--- src/qpmg_pkg.sv ---
`timescale 1ns / 1ps
// ----------------------------------------------------------------------------
// qpmg_pkg - shared types and codes for the queued pulse mode generator
// Item formats, command codes and default sizes used by every module.
// ----------------------------------------------------------------------------
package qpmg_pkg;

    localparam int CMD_SLOTS_DEF = 8;
    localparam int TICK_BITS_DEF = 16;

    // item opcodes
    localparam logic OP_TICK = 1'b0;
    localparam logic OP_CMD  = 1'b1;

    // command types; codes six and seven behave as steady off
    localparam logic [2:0] CMD_OFF       = 3'd0;
    localparam logic [2:0] CMD_ON        = 3'd1;
    localparam logic [2:0] CMD_TIMED_ON  = 3'd2;
    localparam logic [2:0] CMD_TIMED_OFF = 3'd3;
    localparam logic [2:0] CMD_PULSED    = 3'd4;
    localparam logic [2:0] CMD_TOGGLE    = 3'd5;

    typedef struct packed {
        logic        op;
        logic [2:0]  cmd_type;
        logic [15:0] on_ticks;
        logic [15:0] off_ticks;
        logic [15:0] pulse_count;
    } in_item_t;

    typedef struct packed {
        logic       level;
        logic       accepted;
        logic       busy_res;
        logic [3:0] queue_fill;
    } out_item_t;

    // one stored command, 51 bits
    typedef struct packed {
        logic [2:0]  cmd_type;
        logic [15:0] on_ticks;
        logic [15:0] off_ticks;
        logic [15:0] pulse_count;
    } cmd_t;

    // queue requests from the engine
    typedef struct packed {
        logic push;
        logic pop;
    } q_ctl_t;

endpackage

--- src/qpmg_queue.sv ---
`timescale 1ns / 1ps
// ----------------------------------------------------------------------------
// qpmg_queue - command FIFO
// Circular buffer in a memory with a registered read that always holds
// the entry at the head; a write to the head slot is forwarded.
// ----------------------------------------------------------------------------
module qpmg_queue
    import qpmg_pkg::*;
#(
    parameter int CMD_SLOTS = CMD_SLOTS_DEF
) (
    input  logic                               aclk,
    input  logic                               aresetn,
    input  q_ctl_t                             q_ctl,
    input  cmd_t                               wr_data,
    output logic [$clog2(CMD_SLOTS+1)-1:0]     q_count,
    output cmd_t                               head_data
);

    localparam int CNT_W = $clog2(CMD_SLOTS + 1);
    localparam int PTR_W = (CMD_SLOTS > 1) ? $clog2(CMD_SLOTS) : 1;

    cmd_t             mem [CMD_SLOTS];
    cmd_t             head_data_reg;
    logic [PTR_W-1:0] head_reg, head_next;
    logic [PTR_W-1:0] tail_reg, tail_next;
    logic [CNT_W-1:0] count_reg, count_next;

    function automatic logic [PTR_W-1:0] ptr_inc(input logic [PTR_W-1:0] p);
        return (p == PTR_W'(CMD_SLOTS - 1)) ? '0 : p + PTR_W'(1);
    endfunction

    always_comb begin
        head_next  = q_ctl.pop  ? ptr_inc(head_reg) : head_reg;
        tail_next  = q_ctl.push ? ptr_inc(tail_reg) : tail_reg;
        count_next = count_reg + CNT_W'(q_ctl.push) - CNT_W'(q_ctl.pop);
    end

    always_ff @(posedge aclk) begin
        if (!aresetn) begin
            head_reg  <= '0;
            tail_reg  <= '0;
            count_reg <= '0;
        end else begin
            head_reg  <= head_next;
            tail_reg  <= tail_next;
            count_reg <= count_next;
        end
    end

    // storage and prefetch of the next head entry
    always_ff @(posedge aclk) begin
        if (q_ctl.push) begin
            mem[tail_reg] <= wr_data;
        end
        if (q_ctl.push && (tail_reg == head_next)) begin
            head_data_reg <= wr_data;
        end else begin
            head_data_reg <= mem[head_next];
        end
    end

    assign q_count   = count_reg;
    assign head_data = head_data_reg;

    a_count_range: assert property (@(posedge aclk) disable iff (!aresetn)
        count_reg <= CNT_W'(CMD_SLOTS))
        else $error("queue count above depth");

    a_no_push_full: assert property (@(posedge aclk) disable iff (!aresetn)
        q_ctl.push |-> (count_reg != CNT_W'(CMD_SLOTS)))
        else $error("push into full queue");

    a_no_pop_empty: assert property (@(posedge aclk) disable iff (!aresetn)
        q_ctl.pop |-> (count_reg != '0))
        else $error("pop from empty queue");

endmodule

--- src/qpmg_engine.sv ---
`timescale 1ns / 1ps
// ----------------------------------------------------------------------------
// qpmg_engine - mode state and per-item update
// Applies a tick or a command, then at most one queue pop and a toggle restart.
// Holds the item for extra cycles while queued commands are drained.
// ----------------------------------------------------------------------------
module qpmg_engine
    import qpmg_pkg::*;
#(
    parameter int CMD_SLOTS = CMD_SLOTS_DEF,
    parameter int TICK_BITS = TICK_BITS_DEF
) (
    input  logic                               aclk,
    input  logic                               aresetn,
    input  logic                               go,
    input  in_item_t                           item,
    input  logic [$clog2(CMD_SLOTS+1)-1:0]     q_count,
    input  cmd_t                               head_data,
    output q_ctl_t                             q_ctl,
    output cmd_t                               wr_data,
    output logic                               done,
    output out_item_t                          result
);

    localparam int CNT_W = $clog2(CMD_SLOTS + 1);
    localparam int EXT_W = (TICK_BITS > 16) ? TICK_BITS : 16;

    localparam logic [1:0] PH_IDLE = 2'd0;
    localparam logic [1:0] PH_HOLD = 2'd1;
    localparam logic [1:0] PH_PON  = 2'd2;
    localparam logic [1:0] PH_POFF = 2'd3;

    typedef struct packed {
        cmd_t                 active;
        cmd_t                 saved;
        logic                 pers;
        logic                 drive;
        logic [TICK_BITS-1:0] ticks;
        logic [15:0]          cycles;
        logic [1:0]           phase;
    } eng_st_t;

    eng_st_t          st_reg, st_next;
    eng_st_t          s1, s2, s3;
    logic             drain_reg, drain_next;
    logic             direct;
    logic             accepted;
    logic             finish;
    logic [CNT_W-1:0] cnt;
    cmd_t             in_cmd;

    // zero lasts one tick, large values saturate
    function automatic logic [TICK_BITS-1:0] delay_len(input logic [15:0] t);
        logic [EXT_W-1:0] ext;
        logic [EXT_W-1:0] lim;
        ext = EXT_W'(t);
        lim = EXT_W'({TICK_BITS{1'b1}});
        if (ext > lim) ext = lim;
        if (ext == '0) ext = EXT_W'(1);
        return TICK_BITS'(ext);
    endfunction

    function automatic eng_st_t restore(input eng_st_t s);
        eng_st_t r;
        r        = s;
        r.drive  = s.pers;
        r.active = s.saved;
        r.phase  = PH_IDLE;
        return r;
    endfunction

    function automatic eng_st_t exec_cmd(input eng_st_t s);
        eng_st_t r;
        r = s;
        case (s.active.cmd_type)
            CMD_ON: begin
                r.drive = 1'b1;
                r.pers  = 1'b1;
            end
            CMD_TIMED_ON: begin
                r.drive = 1'b1;
                r.ticks = delay_len(s.active.on_ticks);
                r.phase = PH_HOLD;
            end
            CMD_TIMED_OFF: begin
                r.drive = 1'b0;
                r.ticks = delay_len(s.active.off_ticks);
                r.phase = PH_HOLD;
            end
            CMD_PULSED: begin
                r.cycles = s.active.pulse_count;
                if (s.active.pulse_count == '0) begin
                    r = restore(r);
                end else begin
                    r.drive = 1'b1;
                    r.ticks = delay_len(s.active.on_ticks);
                    r.phase = PH_PON;
                end
            end
            CMD_TOGGLE: begin
                r.pers  = ~s.pers;
                r.drive = ~s.pers;
                r.ticks = delay_len(s.pers ? s.active.off_ticks : s.active.on_ticks);
                r.phase = PH_HOLD;
            end
            default: begin
                r.drive = 1'b0;
                r.pers  = 1'b0;
            end
        endcase
        return r;
    endfunction

    function automatic eng_st_t take_cmd(input eng_st_t s, input cmd_t c);
        eng_st_t r;
        logic    dup;
        dup = (c.cmd_type inside {CMD_OFF, CMD_ON, CMD_TOGGLE}) &&
              (c.cmd_type == s.active.cmd_type);
        r = s;
        if (!dup) begin
            r.saved  = s.active;
            r.active = c;
            r        = exec_cmd(r);
        end
        return r;
    endfunction

    function automatic eng_st_t finish_phase(input eng_st_t s);
        eng_st_t     r;
        logic [15:0] cyc;
        r   = s;
        cyc = s.cycles - 16'd1;
        case (s.phase)
            PH_HOLD: begin
                if (s.active.cmd_type == CMD_TOGGLE) r.phase = PH_IDLE;
                else r = restore(s);
            end
            PH_PON: begin
                r.drive = 1'b0;
                r.ticks = delay_len(s.active.off_ticks);
                r.phase = PH_POFF;
            end
            PH_POFF: begin
                r.cycles = cyc;
                if (cyc != '0) begin
                    r.drive = 1'b1;
                    r.ticks = delay_len(s.active.on_ticks);
                    r.phase = PH_PON;
                end else begin
                    r = restore(r);
                end
            end
            default: r.phase = PH_IDLE;
        endcase
        return r;
    endfunction

    assign in_cmd = '{cmd_type:    item.cmd_type,
                      on_ticks:    item.on_ticks,
                      off_ticks:   item.off_ticks,
                      pulse_count: item.pulse_count};

    always_comb begin
        s1         = st_reg;
        direct     = 1'b0;
        accepted   = 1'b0;
        q_ctl.push = 1'b0;
        q_ctl.pop  = 1'b0;

        // item action, first cycle only
        if (!drain_reg) begin
            if (item.op == OP_CMD) begin
                if ((st_reg.phase == PH_IDLE) && (q_count == '0)) begin
                    direct   = 1'b1;
                    accepted = 1'b1;
                end else if (q_count < CNT_W'(CMD_SLOTS)) begin
                    q_ctl.push = go;
                    accepted   = 1'b1;
                end
            end else if (st_reg.phase != PH_IDLE) begin
                if (st_reg.ticks != '0) s1.ticks = st_reg.ticks - TICK_BITS'(1);
                if (s1.ticks == '0) s1 = finish_phase(s1);
            end
        end

        // take one command: the incoming one, or the queue head
        s2  = s1;
        cnt = q_count;
        if (s1.phase == PH_IDLE) begin
            if (direct) begin
                s2 = take_cmd(s1, in_cmd);
            end else if (q_count != '0) begin
                q_ctl.pop = go;
                cnt       = q_count - CNT_W'(1);
                s2        = take_cmd(s1, head_data);
            end
        end

        // restart toggling once nothing is waiting
        s3 = s2;
        if ((s2.phase == PH_IDLE) && (cnt == '0) && (s2.active.cmd_type == CMD_TOGGLE)) begin
            s3 = exec_cmd(s2);
        end

        finish     = !((s3.phase == PH_IDLE) && (cnt != '0));
        done       = go && finish;
        st_next    = go ? s3 : st_reg;
        drain_next = go ? !finish : drain_reg;

        result.level      = s3.drive;
        result.accepted   = accepted;
        result.busy_res   = (s3.phase != PH_IDLE);
        result.queue_fill = 4'(cnt + CNT_W'(q_ctl.push));
    end

    assign wr_data = in_cmd;

    always_ff @(posedge aclk) begin
        if (!aresetn) begin
            st_reg    <= '0;
            drain_reg <= 1'b0;
        end else begin
            st_reg    <= st_next;
            drain_reg <= drain_next;
        end
    end

    a_busy_has_ticks: assert property (@(posedge aclk) disable iff (!aresetn)
        (st_reg.phase != PH_IDLE) |-> (st_reg.ticks != '0))
        else $error("delay running with zero ticks left");

    a_drain_only_idle: assert property (@(posedge aclk) disable iff (!aresetn)
        drain_reg |-> ((st_reg.phase == PH_IDLE) && (q_count != '0)))
        else $error("drain without idle phase and waiting commands");

endmodule

--- src/queued_pulse_mode_generator_core.sv ---
`timescale 1ns / 1ps
// ----------------------------------------------------------------------------
// queued_pulse_mode_generator_core - queued pulse mode generator, top level
// Timing: the item is held in the input register while the engine works on it,
//   and its result is registered in the result register.
// Throughput: 1 item per cycle while the result side takes each result; a tick
//   that drains several queued commands holds the input, one pop per cycle.
// Reset: aresetn low, synchronous; steady off, level low, queue empty.
// ----------------------------------------------------------------------------
module queued_pulse_mode_generator_core
    import qpmg_pkg::*;
#(
    parameter int CMD_SLOTS = CMD_SLOTS_DEF,
    parameter int TICK_BITS = TICK_BITS_DEF
) (
    input  logic      aclk,
    input  logic      aresetn,
    input  logic      s_valid,
    output logic      s_ready,
    input  in_item_t  s_item,
    output logic      m_valid,
    input  logic      m_ready,
    output out_item_t m_item
);

    localparam int CNT_W = $clog2(CMD_SLOTS + 1);

    // Input register: holds the item under work. It frees as soon as the
    // engine finishes the item, so a new item can enter every cycle if not stalled.
    logic      in_valid_reg;
    in_item_t  in_item_reg;

    // Result register: parts the result side from the engine.
    logic      m_valid_reg;
    out_item_t m_item_reg;

    logic             out_free;
    logic             go;
    logic             done;
    out_item_t        result;
    q_ctl_t           q_ctl;
    cmd_t             wr_data;
    cmd_t             head_data;
    logic [CNT_W-1:0] q_count;

    // Advance the engine whenever an item is held and the result slot is
    // empty or being emptied this cycle.
    assign out_free = !m_valid_reg || m_ready;
    assign go       = in_valid_reg && out_free;
    assign s_ready  = !in_valid_reg || done;

    always_ff @(posedge aclk) begin
        if (!aresetn) begin
            in_valid_reg <= 1'b0;
        end else if (s_ready) begin
            in_valid_reg <= s_valid;
        end
    end

    // payload: load on accept, hold otherwise
    always_ff @(posedge aclk) begin
        if (s_ready && s_valid) begin
            in_item_reg <= s_item;
        end
    end

    always_ff @(posedge aclk) begin
        if (!aresetn) begin
            m_valid_reg <= 1'b0;
        end else if (out_free) begin
            m_valid_reg <= done;
        end
    end

    always_ff @(posedge aclk) begin
        if (done) begin
            m_item_reg <= result;
        end
    end

    assign m_valid = m_valid_reg;
    assign m_item  = m_item_reg;

    // Command store; written only while a delay runs, read while draining.
    qpmg_queue #(
        .CMD_SLOTS (CMD_SLOTS)
    ) u_queue (
        .aclk      (aclk),
        .aresetn   (aresetn),
        .q_ctl     (q_ctl),
        .wr_data   (wr_data),
        .q_count   (q_count),
        .head_data (head_data)
    );

    // Mode state, tick countdown and command execution.
    qpmg_engine #(
        .CMD_SLOTS (CMD_SLOTS),
        .TICK_BITS (TICK_BITS)
    ) u_engine (
        .aclk      (aclk),
        .aresetn   (aresetn),
        .go        (go),
        .item      (in_item_reg),
        .q_count   (q_count),
        .head_data (head_data),
        .q_ctl     (q_ctl),
        .wr_data   (wr_data),
        .done      (done),
        .result    (result)
    );

endmodule

--- config.mk ---
export PLATFORM = sky130hd
export DESIGN_NAME = queued_pulse_mode_generator_core
export DESIGN_NICKNAME = d
export VERILOG_FILES = /design/src/qpmg_pkg.sv /design/src/qpmg_queue.sv /design/src/qpmg_engine.sv /design/src/queued_pulse_mode_generator_core.sv
export SDC_FILE = /design/constraint.sdc
export NUM_CORES = 1
export LEC_CHECK = 0
export BUFFER_PORTS_ARGS = -buffer_cell sky130_fd_sc_hd__buf_2
export CORE_MARGIN = 10
export CORE_UTILIZATION = 37
export CTS_CLUSTER_SIZE = 14
export DETAILED_ROUTE_END_ITERATION = 16
export HOLD_SLACK_MARGIN = 0.15
export PLACE_DENSITY = 0.54
export SLEW_MARGIN = 20
export SYNTH_ARGS = -nofsm -noshare
export SYNTH_HDL_FRONTEND = slang
export SYNTH_SLANG_ARGS = --single-unit
--- constraint.sdc ---
create_clock -name aclk -period 6.5 [get_ports aclk]
set_input_delay 1.3 -clock aclk [delete_from_list [all_inputs] [get_ports aclk]]
set_output_delay 1.3 -clock aclk [all_outputs]
set_load 0.01 [all_outputs]
# Word-level counts from Yosys, hierarchy flattened
# Memory sizes are Yosys's and may differ from the RTL's. A register that Yosys moved wholly into a read port is not among the register bits.
# Index checks and enable logic that the tools add are counted.
# totals
ff_bits	210
mem_bits_rw	408
out_inout_bits	9
mem_count	1
# mem_list
memory	words	width	read_ports	rd_clocked_by_memory_dff	write_ports	line	source
u_queue.mem	8	51	1	1	1	qpmg_queue.sv:23	cmd_t mem [CMD_SLOTS];
# op_classes
addsub	8
magnitude_cmp	12
eq_ne	23
n_mux	155
bitwise_logic	3
n_reduce_logical	58
# ops
op	count
two-way mux 16 bit	93
two-way mux 138 bit	10
two-way mux 103 bit	4
two-way mux 102 bit	3
logical NOT 16 bit	18
case mux 103 bit (2 select lines)	1
case mux 16 bit (4 select lines)	3
greater-than comparator 16 bit, second input constant	11
two-way mux 136 bit	1
two-way mux 17 bit	4
case mux 17 bit (3 select lines)	1
case mux 16 bit (2 select lines)	1
nonzero test 16 bit	2
subtractor 16 x 1 -> 16 bit, second input constant	2
== test 3 bit, second input constant	9
== test 3 x 2 -> 1 bit, second input constant	6
case mux 2 bit (2 select lines)	4
two-way mux 1 bit	14
OR reduction 2 bit	7
two-way mux 4 bit	3
case mux 1 bit (4 select lines)	3
== test 3 x 1 -> 1 bit, second input constant	3
logical AND 1 bit	9
two-way mux 3 bit	3
other kinds (20)	44

# Depth between registers and ports, before layout
# Gate-level depths: netlist of the first run.
# logic_depth
ltp_word	49
mapped_depth	22

# Modules after synthesis
# A second synthesis of the first run with hierarchy kept.
# unflattened
cells_unflattened	2290
hier_area_um2	28483.6
# by_module_without_submodules
mod	n_inst	cells_per_inst	area_per_inst_um2	seq_area_each_um2
qpmg_queue	1	655	15931.5	12512.0
qpmg_engine	1	1567	10675.2	2142.1
queued_pulse_mode_generator_core	1	68	1876.8	1811.7

# Least setup slack after synthesis of the first run
# No wires, ideal clock.
# synth_timing
kind	input port to flip-flop
start	input port m_ready
end	memory u_queue.mem[0][0] (netlist name), enable pin
setup_time_ns	0.523
t_arrival_ns	5.774
required_ns	5.977
slack_ns	0.203
path_stages	8
n_path_buf	1
path_cell_list	inv_1 nand2_1 nand2_1 or3_1 clkbuf_1 inv_1 nand2b_1 nor3_1
# synth_lines
element	line	source
start: declaration	queued_pulse_mode_generator_core.sv:22	input logic m_ready,
end: declaration	qpmg_queue.sv:23	

# Worst setup path in the final report of the first run
# layout_timing
start	register u_engine.st_reg[18] (netlist name)
end	output port s_ready
# layout_between
elab_chain_cells	25
word_cells_on_any_way	47
classes_between	1 x add/sub; 6 x eq/ne; 23 x mux; 17 x reduce/logical
# layout_lines
element	line	source
start: declaration	qpmg_engine.sv:43	eng_st_t st_reg, st_next;
start signal: assignment	qpmg_engine.sv:223	st_reg <= st_next;
subtractor 16 x 1 -> 16 bit or nonzero test 16 bit (tied branches)	qpmg_engine.sv:181	if (st_reg.ticks != '0) s1.ticks = st_reg.ticks - TICK_BITS'(1);
two-way mux 16 bit *	qpmg_engine.sv:181	
two-way mux 16 bit *	qpmg_engine.sv:180	end else if (st_reg.phase != PH_IDLE) begin
two-way mux 16 bit *	qpmg_engine.sv:172	if (item.op == OP_CMD) begin
two-way mux 16 bit *	qpmg_engine.sv:171	if (!drain_reg) begin
logical NOT 16 bit *	qpmg_engine.sv:182	if (s1.ticks == '0) s1 = finish_phase(s1);
two-way mux 138 bit *	qpmg_engine.sv:182	
two-way mux 138 bit *	qpmg_engine.sv:180	
(+10 left out)	-	
case mux 2 bit (2 select lines) or logical AND 1 bit (tied branches)	qpmg_engine.sv:75, qpmg_engine.sv:201	
two-way mux 138 bit	qpmg_engine.sv:201	if ((s2.phase == PH_IDLE) && (cnt == '0) && (s2.active.cmd_type == CMD_TOGGLE)) begin
logical NOT 2 bit	qpmg_engine.sv:205	finish = !((s3.phase == PH_IDLE) && (cnt != '0));
logical AND 1 bit *	qpmg_engine.sv:205	
logical NOT 1 bit *	qpmg_engine.sv:205	
logical AND 1 bit *	qpmg_engine.sv:206	done = go && finish;
via done	queued_pulse_mode_generator_core.sv:39	logic done;
logical OR 1 bit *	queued_pulse_mode_generator_core.sv:50	assign s_ready = !in_valid_reg || done;
end: declaration	queued_pulse_mode_generator_core.sv:19	output logic s_ready,
# The timed path passes the listed nets; every way through them passes the cells marked *. The select of a mux whose other input is x is not followed.

==> results of run 1 <==
-- power by group through the flow --
stage                     combinational (mW)  clock [mW]  sequential (mW)
after global placement                  5.20           0             5.17
after detailed placement                5.21           0             5.19
final                                   5.38        3.70             5.12
after global routing                    5.73        3.94             5.16
after floorplan                         3.33           0             4.94
after CTS                               5.23        3.77             5.11
-- final cells by class --
class | count | area, um2
Inverter | 50 | 190
Timing Repair Buffer | 170 | 1160
Sequential cell | 621 | 17100
Tap cell | 1050 | 1310
Clock inverter | 37 | 265
Clock buffer | 87 | 1860
Fill cell | 7325 | 45400
Multi-Input combinational cell | 1583 | 11600
-- cells by family after synthesis --
| family | Yosys count |
|---|---|
| buffers and inverters | 208 |
| XOR/XNOR | 21 |
| adder cells (fa/ha/maj) | 18 |
| flip-flops | 621 |
| AO/OA/AOI/OAI | 589 |
| AND/OR/NAND/NOR | 715 |
| multiplexers | 240 |
-- cells in the final DEF (no fill, tap or decap), drive strengths merged, types with 16 or more instances in the layout --
cell      n
edfxtp  467
nand2   241
nor2    207
a21oi   186
buf     170
dfxtp   154
mux4    102
mux2i   100
o21ai    92
clkbuf   87
nor3     56
inv      52
nor4     47
a211oi   39
mux2     38
o22ai    37
nand3    35
clkinv   34
a31oi    31
a221oi   31
a22oi    25
nand4    21
xnor2    17
ha       17
nor2b    16
or3      16
-- repair_timing --
item,4_1_cts,5_1_grt
buffers inserted,0,5
endpoints found under the setup margin,0,1
endpoints found under the hold margin,0,0
gates resized for setup,0,7
-- path summary, 6_finish.rpt --
| path | slack [ns] | end | cells after the start | startpoint |
|---|---|---|---|---|
| hold reg to reg | 0.45 | u_engine.st_reg[64]$_SDFFE_PN0P_ | 2 | u_engine.st_reg[64]$_SDFFE_PN0P_ |
| setup / recovery | 0.30 | s_ready | 17 | u_engine.st_reg[18]$_SDFFE_PN0P_ |
| hold / removal | 0.45 | u_engine.st_reg[64]$_SDFFE_PN0P_ | 2 | u_engine.st_reg[64]$_SDFFE_PN0P_ |
| setup reg to reg | 0.76 | u_engine.st_reg[30]$_SDFFE_PN0P_ | 17 | u_engine.st_reg[18]$_SDFFE_PN0P_ |
-- through the flow --
step	instance area, um2	power (mW)
after global placement	31300	10.4
after global routing	33500	14.8
after CTS	33400	14.1
after floorplan	29400	8.27
after detailed placement	31300	10.4
final	33500	14.2
-- metal layers --
metal | track usage | wire length (um)
met2 | 0.302 | 41900
met4 | 0.0654 | 2790
met5 | 0.0143 | 179
met1 | 0.300 | 43800
met3 | 0.0520 | 8380
-- critical path, stage by stage (launching register included) --
cell	delay (ns)
dfxtp_1	0.44
inv_1	0.14
ha_1	0.30
nor2b_1	0.16
buf_4	0.16
nand4_1	0.13
mux2i_2	0.31
and4_1	0.28
and4_4	0.30
mux2_2	0.41
a22o_2	0.35
a21oi_4	0.23
a22o_1	0.24
nor2_1	0.11
a21oi_1	0.20
buf_4	0.21
nand2b_1	0.16
buf_2	0.15
==> results.py, run 1 <==
metrics = {
    "finish": {
        "final_cells": 3598,
        "syn2layout_area_growth_pct": 14.0,
        "post-route-util": 0.425,
        "drive_above_1_share": 0.181,
        "insertedDiodeCount": 0,
        "largest_reg_flops": 408,
        "nNetsFinal": 2570,
    },
    "status": {
        "outcome": "finished, final reports clean",
    },
    "power": {
        "p_seq_frac": 0.361,
        "power.leakage_nw": 10.8,
        "comb_power_share": 0.379,
        "p_clk_frac": 0.261,
        "max-vdd-ir-drop_uv": 262,
        "intPower_mw": 8.62,
        "swShare": 0.393,
        "p_per_area_mw_per_mm2": 424,
        "power.switching_mw": 5.59,
    },
    "synth": {
        "syn_avg_cell_area_um2": 12.2,
        "synth_top_area_cell": "edfxtp_1",
        "synth_edf_count": 467,
        "netlist_instances": 2412,
        "yosysWarnings": 0,
        "synth_top_area_share": 0.477,
        "synth.distinct_cells": 96,
        "syn_nets": 2486,
        "yosys-top-cells-count": "edfxtp_1 (467), nand2_1 (240), nor2_1 (207), a21oi_1 (174), dfxtp_1 (154)",
        "syn_area_mm2": 0.0294,
        "synth_top_family_by_area": "compound AO/OA/AOI/OAI gates",
        "synth_seq_cells": 621,
        "ys_seq_area_frac": 0.582,
        "synth.area.mux_share": 0.127,
        "ys.flop_type": "edfxtp_1",
        "yosys.area_share.adder": 0.00792,
        "synthTopCellsByArea": "edfxtp_1 (48%), dfxtp_1 (10%), mux4_2 (7.8%)",
        "synthArstFlopShare": 0,
        "synth-simple-area-share": 0.115,
        "synth_compound_area_frac": 0.134,
        "synth_xor_area_frac": 0.00626,
        "synth.most_common_cell": "edfxtp_1",
    },
    "clock_network": {
        "numCtsBuffers": 70,
        "cts.path.max_buffers": 3,
        "cts_tree": "done",
        "ctsHoldBuffers": 0,
        "clkLatencyLatePin_ns": 0.63,
        "cts-root-buf": "clkbuf_16",
        "h-tree-depth": 3,
        "path_clk_slew_ns": 0.06,
        "clock-sinks": 621,
    },
    "worst_setup_path": {
        "start_kind": "flip-flop",
        "critPathMaxFanout": 10,
        "crit_arrival_ns": 4.90,
        "cp.required_ns": 5.20,
        "cp-end-kind": "primary output",
        "worstSetupPathType": "reg2out",
    },
    "sta": {
        "max_slew_margin": 0.298,
        "slew_viol_final": 0,
        "rsz0062_at_grt": "false",
        "tns_ns": 0,
        "setup_viol": 0,
        "timing.final.hold_violations": 0,
        "fin_crit_sh": 0.954,
        "clock_skew_ns": 0.0350,
        "max_freq_mhz": 161,
        "max_slew.worst_pin.slew_ns": 1.05,
        "fin_crit_ns": 6.20,
        "finalHoldWorstSlack_ns": 0.454,
        "setup_slack_ns": 0.298,
    },
    "global_routing": {
        "antenna_found_initial": 0,
        "gr-usage-all-layers": 0.208,
        "grt_pass1_vias": 20900,
        "grt_pass1_wl_mm": 142,
        "grt_max_degree": 79,
        "grt_overflow_total": 0,
    },
    "placed_design": {
        "dp_cells": 3469,
        "gp_congestion": 0.953,
        "dp_slack_ns": 0.636,
        "portBuffers": 64,
        "hpwl_mm": 66.3,
    },
    "floorplanning": {
        "die-height_um": 302,
        "rows": 103,
        "start_util": 0.373,
        "core_mm2": 0.0789,
        "die_x_um": 302,
        "io_pins": 65,
        "fp.dieArea_mm2": 0.0911,
    },
    "route": {
        "wire_per_inst_um": 27.0,
        "route.detailed.drc": 0,
        "drt_iter0_drc": 2371,
        "routed_wirelength_mm": 97.1,
        "routed_via_density": 6.00,
        "drt_pass1_iterations": 5,
        "dr_total_vias": 21600,
        "antenna_left": 0,
    },
    "flow_run": {
        "max_cap_violations": 0,
    },
    "min_path": {
        "holdCritPathClass": "reg2reg",
    },
}
No activity file was read; power rests on OpenSTA's default activity.
==> inputs of run 2 (changes only) <==
--- a/config.mk
+++ b/config.mk
@@ -6,7 +6,6 @@
 export NUM_CORES = 1
 export LEC_CHECK = 0
 export BUFFER_PORTS_ARGS = -buffer_cell sky130_fd_sc_hd__buf_2
-export CORE_MARGIN = 10
 export CORE_UTILIZATION = 37
 export CTS_CLUSTER_SIZE = 14
 export DETAILED_ROUTE_END_ITERATION = 16
==> results.py, run 2 (same netlist as run 1, synthesis figures left out) <==
metrics = {
    "clock_network": {
        "cts_tree": "done",
        "ctsHoldBuffers": 0,
        "clkLatencyLatePin_ns": 0.63,
        "cts-root-buf": "clkbuf_16",
        "clock-sinks": 621,
        "cts.path.max_buffers": 3,
        "h-tree-depth": 3,
        "numCtsBuffers": 71,
        "path_clk_slew_ns": 0.06,
    },
    "min_path": {
        "hold_depth": 2,
        "hold_start": "u_engine.st_reg[82]$_SDFFE_PN0P_",
        "hold-path-endpoint": "u_engine.st_reg[82]$_SDFFE_PN0P_",
        "holdCritPathClass": "reg2reg",
    },
    "route": {
        "routed_wirelength_mm": 96.6,
        "wire_per_inst_um": 26.9,
        "antenna_left": 0,
        "routed_via_density": 5.99,
        "route.detailed.drc": 0,
        "drt_iter0_drc": 2496,
        "dr_total_vias": 21500,
        "drt_pass1_iterations": 6,
    },
    "floorplanning": {
        "rows": 102,
        "fp.dieArea_mm2": 0.0806,
        "die_x_um": 284,
        "io_pins": 65,
        "die-height_um": 284,
        "start_util": 0.377,
        "core_mm2": 0.0780,
    },
    "sta": {
        "finalHoldWorstSlack_ns": 0.457,
        "max_freq_mhz": 159,
        "rsz0062_at_grt": "false",
        "setup_slack_ns": 0.229,
        "fin_crit_sh": 0.965,
        "max_slew.worst_pin.slew_ns": 1.05,
        "timing.final.hold_violations": 0,
        "max_slew_margin": 0.296,
        "setup_viol": 0,
        "fin_crit_ns": 6.27,
        "tns_ns": 0,
        "slew_viol_final": 0,
        "clock_skew_ns": 0.0384,
    },
    "status": {
        "outcome": "finished, final reports clean",
    },
    "global_routing": {
        "grt_pass1_wl_mm": 142,
        "grt_pass1_vias": 20600,
        "grt_overflow_total": 0,
        "antenna_found_initial": 2,
        "gr-usage-all-layers": 0.236,
        "grt_max_degree": 79,
    },
    "finish": {
        "largest_reg_flops": 408,
        "insertedDiodeCount": 0,
        "drive_above_1_share": 0.185,
        "final_common_cell": "edfxtp_1",
        "layout_common_cells": "edfxtp_1 (467), nand2_1 (239), nor2_1 (200)",
        "final_cells": 3593,
        "syn2layout_area_growth_pct": 14.5,
        "nNetsFinal": 2573,
    },
    "worst_setup_path": {
        "reg2reg_to": "u_engine.st_reg[18]$_SDFFE_PN0P_",
        "reg2reg_depth": 15,
        "reg2reg_slack_ns": 0.68,
        "cp.required_ns": 5.20,
        "cp-end-kind": "primary output",
        "start_kind": "flip-flop",
        "worstSetupPathType": "reg2out",
        "crit_arrival_ns": 4.97,
        "critPathMaxFanout": 10,
    },
    "placed_design": {
        "portBuffers": 64,
        "dp_slack_ns": 0.501,
        "hpwl_mm": 67.4,
        "dp_cells": 3464,
        "gp_congestion": 0.949,
    },
    "power": {
        "max-vdd-ir-drop_uv": 209,
        "power.leakage_nw": 10.9,
        "p_per_area_mw_per_mm2": 430,
    },
    "flow_run": {
        "max_cap_violations": 0,
    },
}
run 2: how the worst max path moves through the flow:
stage / startpoint / to / slack, ns / cells after the start
4_1_cts: u_engine.st_reg[18]$_SDFFE_PN0P_ / s_ready / 0.00003 / 16
6_report: u_engine.st_reg[20]$_SDFFE_PN0P_ / s_ready / 0.23 / 14
5_1_grt: u_engine.st_reg[18]$_SDFFE_PN0P_ / s_ready / 0.004 / 15
3_5_place_dp: u_engine.st_reg[18]$_SDFFE_PN0P_ / s_ready / 0.50 / 16
3_3_place_gp: u_engine.st_reg[20]$_SDFFE_PN0P_ / s_ready / 0.47 / 14
2_1_floorplan: m_ready / u_queue.mem[0][0]$_DFFE_PP_ / 0.20 / 8
run 2: worst max-delay path: stages, from the launching register on:
cell,delay (ns)
dfxtp_1,0.44
or3_1,0.58
nor4_4,0.41
mux2i_1,0.34
and3_4,0.23
and4_4,0.30
mux2_2,0.41
a22o_2,0.34
a21oi_2,0.27
a22o_1,0.25
nor2_1,0.11
a21oi_1,0.18
buf_4,0.20
nand2b_1,0.16
buf_2,0.14
run 2: stage by stage:
step | instance area [um2] | power [mW] | util
2_1_floorplan | 29400 | 8.27 | -
3_3_place_gp | 31300 | 10.4 | 0.401
3_5_place_dp | 31300 | 10.4 | 0.401
4_1_cts | 33600 | 14.4 | 0.431
5_1_grt | 33700 | 15.1 | 0.432
6_report | 33700 | 14.5 | 0.432
run 2: area by class of cell:
cell class	count	area [um2]
clock inverter	39	434
timing repair buffer	172	1140
sequential	621	17100
clock buffer	88	1880
tap	1040	1300
multi-input combinational	1583	11600
fill	7128	44300
inverter	50	190
run 2: repair_timing:
action                                  4_1_cts  5_1_grt
buffers inserted                              0        2
endpoints found under the setup margin        1        1
gates resized for setup                       2        6
pin swaps                                     1        1
run 2: routing by layer:
layer,up-vias,track usage,wire length (um)
met5,-,0,0
met4,0,0.0635,2070
met3,144,0.0338,7070
met2,1010,0.356,42700
met1,10900,0.354,44700
li1,9512,-,-
run 2: where the power goes:
group / internal (mW) / total [mW] / switching (mW)
combinational: 1.89 / 5.35 / 3.46
clock: 2.35 / 4.01 / 1.66
sequential: 4.65 / 5.12 / 0.475
total: 8.89 / 14.5 / 5.59
==> inputs of run 3 (changes only) <==
--- a/config.mk
+++ b/config.mk
@@ -11,6 +11,7 @@
 export DETAILED_ROUTE_END_ITERATION = 16
 export HOLD_SLACK_MARGIN = 0.15
 export PLACE_DENSITY = 0.54
+export RECOVER_POWER = 100
 export SLEW_MARGIN = 20
 export SYNTH_ARGS = -nofsm -noshare
 export SYNTH_HDL_FRONTEND = slang
==> results.py, run 3 (same netlist as run 1, synthesis figures left out) <==
metrics = {
    "status": {
        "outcome": "complete, but fails checks",
        "violations": "capacitance limit, slew limit",
    },
    "floorplanning": {
        "io_pins": 65,
        "start_util": 0.377,
        "fp.dieArea_mm2": 0.0806,
        "rows": 102,
        "die-height_um": 284,
        "core_mm2": 0.0780,
        "die_x_um": 284,
    },
    "finish": {
        "fillCellCount": 7186,
        "final_common_cell": "edfxtp_1",
        "syn2layout_area_growth_pct": 13.6,
        "drive_above_1_share": 0.157,
        "largest_reg_flops": 408,
        "layout_common_cells": "edfxtp_1 (467), nand2_1 (239), nor2_1 (206)",
        "nNetsFinal": 2573,
        "fin_area_mm2": 0.0334,
        "insertedDiodeCount": 0,
    },
    "sta": {
        "rsz0062_at_grt": "false",
        "fin_crit_ns": 6.35,
        "timing.final.hold_violations": 0,
        "tns_ns": 0,
        "max_slew.worst_pin.slew_ns": 2.31,
        "max_freq_mhz": 158,
        "clock_skew_ns": 0.0376,
        "fin_crit_sh": 0.976,
        "setup_viol": 0,
        "max_slew_margin": -0.542,
        "slew_viol_final": 253,
    },
    "route": {
        "drt_pass1_iterations": 6,
        "antenna_left": 0,
        "routed_via_density": 6.00,
        "dr_total_vias": 21600,
        "routed_wirelength_mm": 96.7,
        "drt_iter0_drc": 2513,
        "wire_per_inst_um": 26.9,
        "route.detailed.drc": 0,
    },
    "global_routing": {
        "grt_pass1_vias": 20600,
        "busiest_layer": "met2",
        "use_met2": 0.356,
        "grt_pass1_wl_mm": 142,
        "grtUsageMet1": 0.354,
        "grt_overflow_total": 0,
        "grt_max_degree": 79,
        "gr-usage-all-layers": 0.236,
        "antenna_found_initial": 2,
        "grtUsageMet3": 0.0338,
    },
    "clock_network": {
        "cts_tree": "done",
        "ctsHoldBuffers": 0,
        "path_clk_slew_ns": 0.06,
        "clock-sinks": 621,
        "cts-root-buf": "clkbuf_16",
        "numCtsBuffers": 71,
        "clkLatencyLatePin_ns": 0.63,
        "cts.path.max_buffers": 3,
        "h-tree-depth": 3,
    },
    "placed_design": {
        "hpwl_mm": 67.4,
        "gp_congestion": 0.949,
        "place_area_mm2": 0.0313,
        "portBuffers": 64,
    },
    "worst_setup_path": {
        "worstSetupPathType": "reg2reg",
        "crit_top_cell": "a211o_1",
        "critPathMaxStageDelay_ns": 1.10,
        "crit_arrival_ns": 6.82,
        "cp-end-kind": "flip-flop",
        "crit_chain": "inv_1 -> ha_1 -> or2_2 -> a211o_1 -> a211o_1 -> o21ai_4 -> mux2i_1 -> mux2_2 -> a22oi_2 -> o21ai_0 -> clkbuf_1 -> nor2_1 -> a221oi_1 -> or4b_2 -> nor4_1 -> o2111a_1 -> a211o_1",
        "crit_slowest_cell": "clkbuf_1",
        "cp.required_ns": 6.97,
        "critPathMaxFanout": 28,
        "start_kind": "flip-flop",
    },
    "power": {
        "p_per_area_mw_per_mm2": 430,
        "max-vdd-ir-drop_uv": 209,
        "power.leakage_nw": 10.7,
    },
    "min_path": {
        "holdCritPathClass": "reg2reg",
    },
    "flow_run": {
        "max_cap_violations": 11,
    },
}
run 3: changes by cell type in the layout (fill, tap and decap cells not counted), sizes merged:
cell    previous run  this run
buf              172       117
clkbuf            88       143
run 3: worst paths after layout:
path	from	to	slack [ns]	cells after the start
worst min-delay path	u_engine.st_reg[82]$_SDFFE_PN0P_	u_engine.st_reg[82]$_SDFFE_PN0P_	0.46	2
worst min register to register	u_engine.st_reg[82]$_SDFFE_PN0P_	u_engine.st_reg[82]$_SDFFE_PN0P_	0.46	2
worst max register to register	u_engine.st_reg[2]$_SDFFE_PN0P_	u_engine.st_reg[18]$_SDFFE_PN0P_	0.15	17
worst max-delay path	u_engine.st_reg[2]$_SDFFE_PN0P_	u_engine.st_reg[18]$_SDFFE_PN0P_	0.15	17
run 3: area by class of cell:
class | count | area, um2 | area share
sequential | 621 | 17100 | 0.513
multi-input combinational | 1583 | 11500 | 0.344
clock buffer | 88 | 1880 | 0.0563
tap | 1040 | 1300 | 0.0390
timing repair buffer | 172 | 963 | 0.0289
clock inverter | 39 | 434 | 0.0130
inverter | 50 | 190 | 0.00570
run 3: what timing repair did:
item / CTS / global route
buffers inserted: 0 / 2
cloned: 0 / 0
endpoints found under the hold margin: 0 / 0
resized for setup: 2 / 6
setup endpoints to repair: 1 / 1
pin swaps: 1 / 1
run 3: worst max-delay path: cells and delay by family, from the launching register on:
kind / cells / cell delay (ns)
muxes: 2 / 0.67
adders and majority gates: 1 / 0.34
and+or+nand+nor: 4 / 0.85
buffers and inverters: 2 / 1.21
AOI/OAI and AO/OA: 8 / 2.71
DFF: 1 / 0.43
run 3: through the flow:
step	hold WS (ns)	std cells	util	power (mW)	setup WS [ns]
after floorplan	0.433	2412	-	8.27	0.203
after global placement	0.441	3464	0.401	10.4	0.474
after detailed placement	0.447	3464	0.401	10.4	0.501
after CTS	0.456	3591	0.431	14.4	0.0000346
after global routing	0.465	3593	0.428	14.9	0.00290
final	0.457	3593	0.428	14.3	0.153
run 3: power by group:
group	internal [mW]	switching (mW)	total, mW
combinational	1.77	3.44	5.21
clock	2.35	1.66	4.01
sequential	4.65	0.477	5.13
run 3: metal layers:
layer	share of wire	vias up
li1	-	9510
met3	0.077	138
met1	0.46	10900
met5	0	-
met4	0.020	0
met2	0.44	1015
